### src/rtl/core/sacfw_pkg.sv
//------------------------------------------------------------------------------
// sacfw_pkg
// Shared types and constants of the set-associative write-back cache.
//------------------------------------------------------------------------------
`default_nettype none
package sacfw_pkg;
   localparam int CMD_W   = 1;
   localparam int ADDR_W  = 7;
   localparam int CNT_W   = 16;
   localparam logic CMD_READ  = 1'b0;
   localparam logic CMD_WRITE = 1'b1;

   // Cache geometry; the response field widths are fixed and do not follow these.
   localparam int NUM_SETS   = 2;
   localparam int NUM_WAYS   = 4;
   localparam int LINE_WORDS = 4;
   localparam int MEM_BLOCKS = 32;

   // Commands from the controller to the datapath.
   typedef struct packed {
      logic capture;   // latch the request and look up the tags
      logic wb_word;   // copy one cache word to the backing memory
      logic fill_word; // copy one backing memory word into the cache
      logic install;   // update tag, valid and dirty, advance the pointer
      logic finish;    // apply the access and present the result
   } ctrl_type;

   // Status from the datapath to the controller.
   typedef struct packed {
      logic hit;
      logic victim_dirty;
      logic last_word;
      logic init;      // backing memory load after reset still running
   } stat_type;
endpackage
`default_nettype wire

### src/rtl/core/sacfw_ctrl.sv
//------------------------------------------------------------------------------
// sacfw_ctrl
// Controller: sequences lookup, write-back, fill and completion of one access.
//------------------------------------------------------------------------------
`default_nettype none
module sacfw_ctrl (
   input  wire logic               clock,
   input  wire logic               reset,
   input  wire logic               start,
   output logic                    busy,
   output sacfw_pkg::ctrl_type     ctrl,
   input  wire sacfw_pkg::stat_type stat
);
   import sacfw_pkg::*;

   localparam logic [2:0] ST_IDLE   = 3'd0;
   localparam logic [2:0] ST_LOOK   = 3'd1;
   localparam logic [2:0] ST_WB     = 3'd2;
   localparam logic [2:0] ST_FILL   = 3'd3;
   localparam logic [2:0] ST_INST   = 3'd4;
   localparam logic [2:0] ST_DONE   = 3'd5;

   logic [2:0] state_ff, state_in;

   always_comb begin
      state_in = state_ff;
      ctrl     = '0;
      unique case (state_ff)
         ST_IDLE: begin
            if (start && !stat.init) begin
               ctrl.capture = 1'b1;
               state_in = ST_LOOK;
            end
         end
         ST_LOOK: begin
            if (stat.hit) state_in = ST_DONE;
            else if (stat.victim_dirty) state_in = ST_WB;
            else state_in = ST_FILL;
         end
         ST_WB: begin
            ctrl.wb_word = 1'b1;
            if (stat.last_word) state_in = ST_FILL;
         end
         ST_FILL: begin
            ctrl.fill_word = 1'b1;
            if (stat.last_word) state_in = ST_INST;
         end
         ST_INST: begin
            ctrl.install = 1'b1;
            state_in = ST_DONE;
         end
         ST_DONE: begin
            ctrl.finish = 1'b1;
            state_in = ST_IDLE;
         end
         default: state_in = ST_IDLE;
      endcase
   end

   assign busy = (state_ff != ST_IDLE) || stat.init;

   always_ff @(posedge clock) begin
      if (reset) state_ff <= ST_IDLE;
      else       state_ff <= state_in;
   end

   a_one_cmd: assert property (@(posedge clock) disable iff (reset)
      $countones({ctrl.wb_word, ctrl.fill_word, ctrl.install, ctrl.finish}) <= 1)
      else $error("controller issued two commands at once");
   a_hit_done: assert property (@(posedge clock) disable iff (reset)
      (state_ff == ST_LOOK && stat.hit) |=> ctrl.finish)
      else $error("hit did not complete next cycle");
   a_fill_inst: assert property (@(posedge clock) disable iff (reset)
      (ctrl.fill_word && stat.last_word) |=> ctrl.install)
      else $error("fill not followed by install");
endmodule
`default_nettype wire

### config.mk
export PLATFORM = sky130hd
export DESIGN_NAME = sacfw_ctrl
export DESIGN_NICKNAME = d
export VERILOG_FILES = /design/src/rtl/core/sacfw_pkg.sv /design/src/rtl/core/sacfw_ctrl.sv
export SDC_FILE = /design/constraint.sdc
export NUM_CORES = 1
export LEC_CHECK = 0
export ABC_AREA = 0
export BUFFER_PORTS_ARGS = -buffer_cell sky130_fd_sc_hd__clkbuf_2
export CAP_MARGIN = 20
export CORE_AREA = 10 10 47 49
export CTS_BUF_LIST = sky130_fd_sc_hd__clkbuf_8 sky130_fd_sc_hd__clkbuf_16
export CTS_CLUSTER_DIAMETER = 40
export CTS_CLUSTER_SIZE = 12
export DETAILED_ROUTE_END_ITERATION = 10
export DIE_AREA = 0 0 57 59
export PLACE_DENSITY = 0.38
export REMOVE_ABC_BUFFERS = 1
export SETUP_SLACK_MARGIN = 0.02
export SKIP_LAST_GASP = 1
export SLEW_MARGIN = 10
export SYNTH_ARGS = -nofsm -noshare
export SYNTH_HDL_FRONTEND = slang
export SYNTH_SLANG_ARGS = --single-unit
export TNS_END_PERCENT = 30
### constraint.sdc
create_clock -name clock -period 1 [get_ports clock]
set_clock_uncertainty 0.15 [all_clocks]
set_input_delay 0.1 -clock clock [delete_from_list [all_inputs] [get_ports clock]]
set_output_delay 0.1 -clock clock [all_outputs]
set_load 0.01 [all_outputs]
==> summary.md <==
| Metric | Value |
|---|---|
| RSZ-0062 raised after global routing | `yes` |
| Clock sinks | `3` |
| Yosys reg bits | `3` |
| Total Neg Setup Slack | `-2.269 ns` |
| Hold Path Depth | `3` |
| DRT Pass-1 Iters | `4` |
| N_diodes | `0` |
| Yosys warns | `0` |
| Share of layout cells above drive strength 1 | `66.04%` |
| Worst min path class | `in2reg` |
| DR WL/cell | `11.57 um` |
| Outcome | `finished, violations left` |
| FF-to-FF path depth | `6` |
| Overflow after GRT | `0` |
| Aggregate routed wire length | `798 um` |
| Clock transition at the registers of the reported paths | `0.03 ns` |
| Setup-failing EPs final | `9` |
| Worst Tran Pin Value | `0.1886 ns` |
| WP data arrival | `1.06 ns` |
| Pin count of the biggest net entering global routing | `7` |
| DRC Markers | `0` |
| Antenna violations before repair | `0` |
| Num CTS Buffers | `3` |
| Site Rows | `14` |
| Worst hold slack | `0.04789 ns` |
| Clock Tree Root | `clkbuf_8` |
| Die width | `57 um` |
| Setup WS post-layout | `-0.3069 ns` |
| Final Util | `34.11%` |
| Initial core utilization | `17.14%` |
| Buf/Inv on CP | `2` |
| Clock latency on the worst-skew pair | `0.21 ns` |
| CTS tree | `yes` |
| P_leak | `0.2190 nW` |
| Most common cell after layout, fill and taps aside | `clkbuf_2` |
| CP Launch Type | `flop` |
| Crit-path max FO | `6` |
| Area growth from synthesis to layout | `98.96%` |
| Maxcap violations | `0` |
| DR vias | `288` |
| Vias in the first global route | `333` |
| Die Ht | `59 um` |
| Routed Antenna Nets | `0` |
| Global-route wire length before repair | `1.373 mm` |
| RePlAce Congestion | `0.7093` |
| Placeable Area | `1401 um^2` |
| Min Clock Period, post-route | `1.307 ns` |
| Sequential area share after synthesis | `25.00%` |
| Largest register FFs | `3` |
| Initial DRC count | `6` |
| Netlist cell types | `19` |
| Largest registers | `state_ff: 3 flops` |
| Setup Slack @ Placement | `-0.2167 ns` |
| Stages on worst setup path | `3` |
| CP top delay family | `flip-flops` |
| CP max stage cell | `dfxtp_4` |
| DP HPWL | `565.9 um` |
| Fin crit share | `130.7%` |
| Required @ worst endpoint | `0.75 ns` |
| IO Pins | `13` |
| Cells along the critical path | `buf_6 > nor3b_4 > buf_2` |
| CTS H-tree lvls | `1` |
| Mapped cell area | `240.2 um^2` |
| Vias per std cell | `4.174` |
| Crit path largest cell delay | `0.35 ns` |
| Syn Inst Count | `30` |
| Average cell area after synthesis | `8.008 um^2` |
| Commonest non-fill, non-tap cells in the layout | `clkbuf_2, buf_4` |
| Final nets | `61` |
| Full die area | `3363 um^2` |
| GR Util All Layers | `4.918%` |
| Final Max Tran Viols | `0` |
| Slew HR | `87.32%` |
| Fmax | `0.7652 GHz` |
| Most flop-heavy register | `state_ff` |
| VDD IR-drop max | `0.7903 mV` |
| Failing checks | `setup timing` |
| IO buf count | `12` |
| Final Hold Viols | `0` |
| Pwr dens | `1599 nW/um^2` |
| Kind of critical path | `reg2out` |
| Crit path capture type | `output pin` |
| Clk buf depth | `2` |
==> metal layers <==
| layer | global-route usage [%] | vias up | wire length (um) |
|---|---|---|---|
| met3 | 1.931 | 0 | 41 |
| met1 | 5.792 | 124 | 386 |
| met5 | 0 | - | 0 |
| met4 | 3.020 | 0 | 0 |
| met2 | 7.287 | 9 | 370 |
| li1 | - | 155 | - |
==> Yosys cell counts <==
master    count  area share (%)
and3_1        1             2.6
nand2b_1      3             7.8
nor3b_2       1             5.2
mux2_2        1             4.7
nor3b_1       2             6.2
inv_1         1             1.6
nor2_1        4             6.2
a221oi_2      1             6.2
dfxtp_1       3              25
nand3_1       1             2.1
a31oi_1       1             2.6
o21ai_0       1             2.1
buf_6         1             4.7
nor3_1        2             4.2
a21oi_1       2             4.2
nor2b_1       1             2.6
and4bb_1      1             5.2
nor4_1        1             2.6
buf_2         2             4.2
==> power by group <==
part	switching, mW	internal, mW
Clock	0.0803	0.261
Combinational	0.110	0.147
Sequential	0.0267	0.138
==> final cells by class <==
cell class,count,area (um^2)
fillers,166,923.4
multi-input cells,23,183.9
repair buffers,22,153.9
flip-flops and latches,3,71.32
clock buffers,3,41.29
well taps,16,20.02
clock inverters,1,3.754
inverters,1,3.754
==> through the flow <==
step                total power, mW  std cells  cell area, um^2
CTS                          0.7616         68            464.2
global placement             0.3654         60            349.1
floorplan                    0.2551         27            219.0
finish                       0.7641         69            478.0
global route                 0.8226         69            478.0
detailed placement           0.3611         60            349.1
==> timing repair <==
| action | 4_1_cts | 5_1_grt |
|---|---|---|
| hold endpoints to repair | 3 | 0 |
| endpoints found under the setup margin | 9 | 9 |
| setup buffers | 3 | 1 |
| gates cloned | 0 | 0 |
| pin swaps | 2 | 1 |
| gates resized for setup | 11 | 4 |
| hold buffers | 1 | 0 |
==> logic make-up (layout without fill, tap and decap cells) <==
logic type	after synthesis	count (layout)	synth area share, %
AOI/OAI and AO/OA	5	5	15.10
buffers and inverters	4	27	10.42
DFF	3	3	25.00
muxes	1	1	4.687
and+or+nand+nor	17	17	44.79
==> worst min-delay path, delay by kind of cell <==
family	cells	cell delay [ns]
simple gates	1	0.12
buf+inv	1	0.08
compound gates	1	0.08
==> path summary, 6_finish.rpt <==
check	start	slack, ns	end
worst max-delay path	state_ff[1]$_SDFFE_PP0P_	-0.31	ctrl[1]
worst min-delay path	start	0.05	state_ff[0]$_SDFFE_PP0P_
worst max register to register	state_ff[1]$_SDFFE_PP0P_	-0.24	state_ff[2]$_SDFFE_PP0P_
worst min register to register	state_ff[2]$_SDFFE_PP0P_	0.45	state_ff[1]$_SDFFE_PP0P_
No activity file was read; power rests on OpenSTA's default activity.
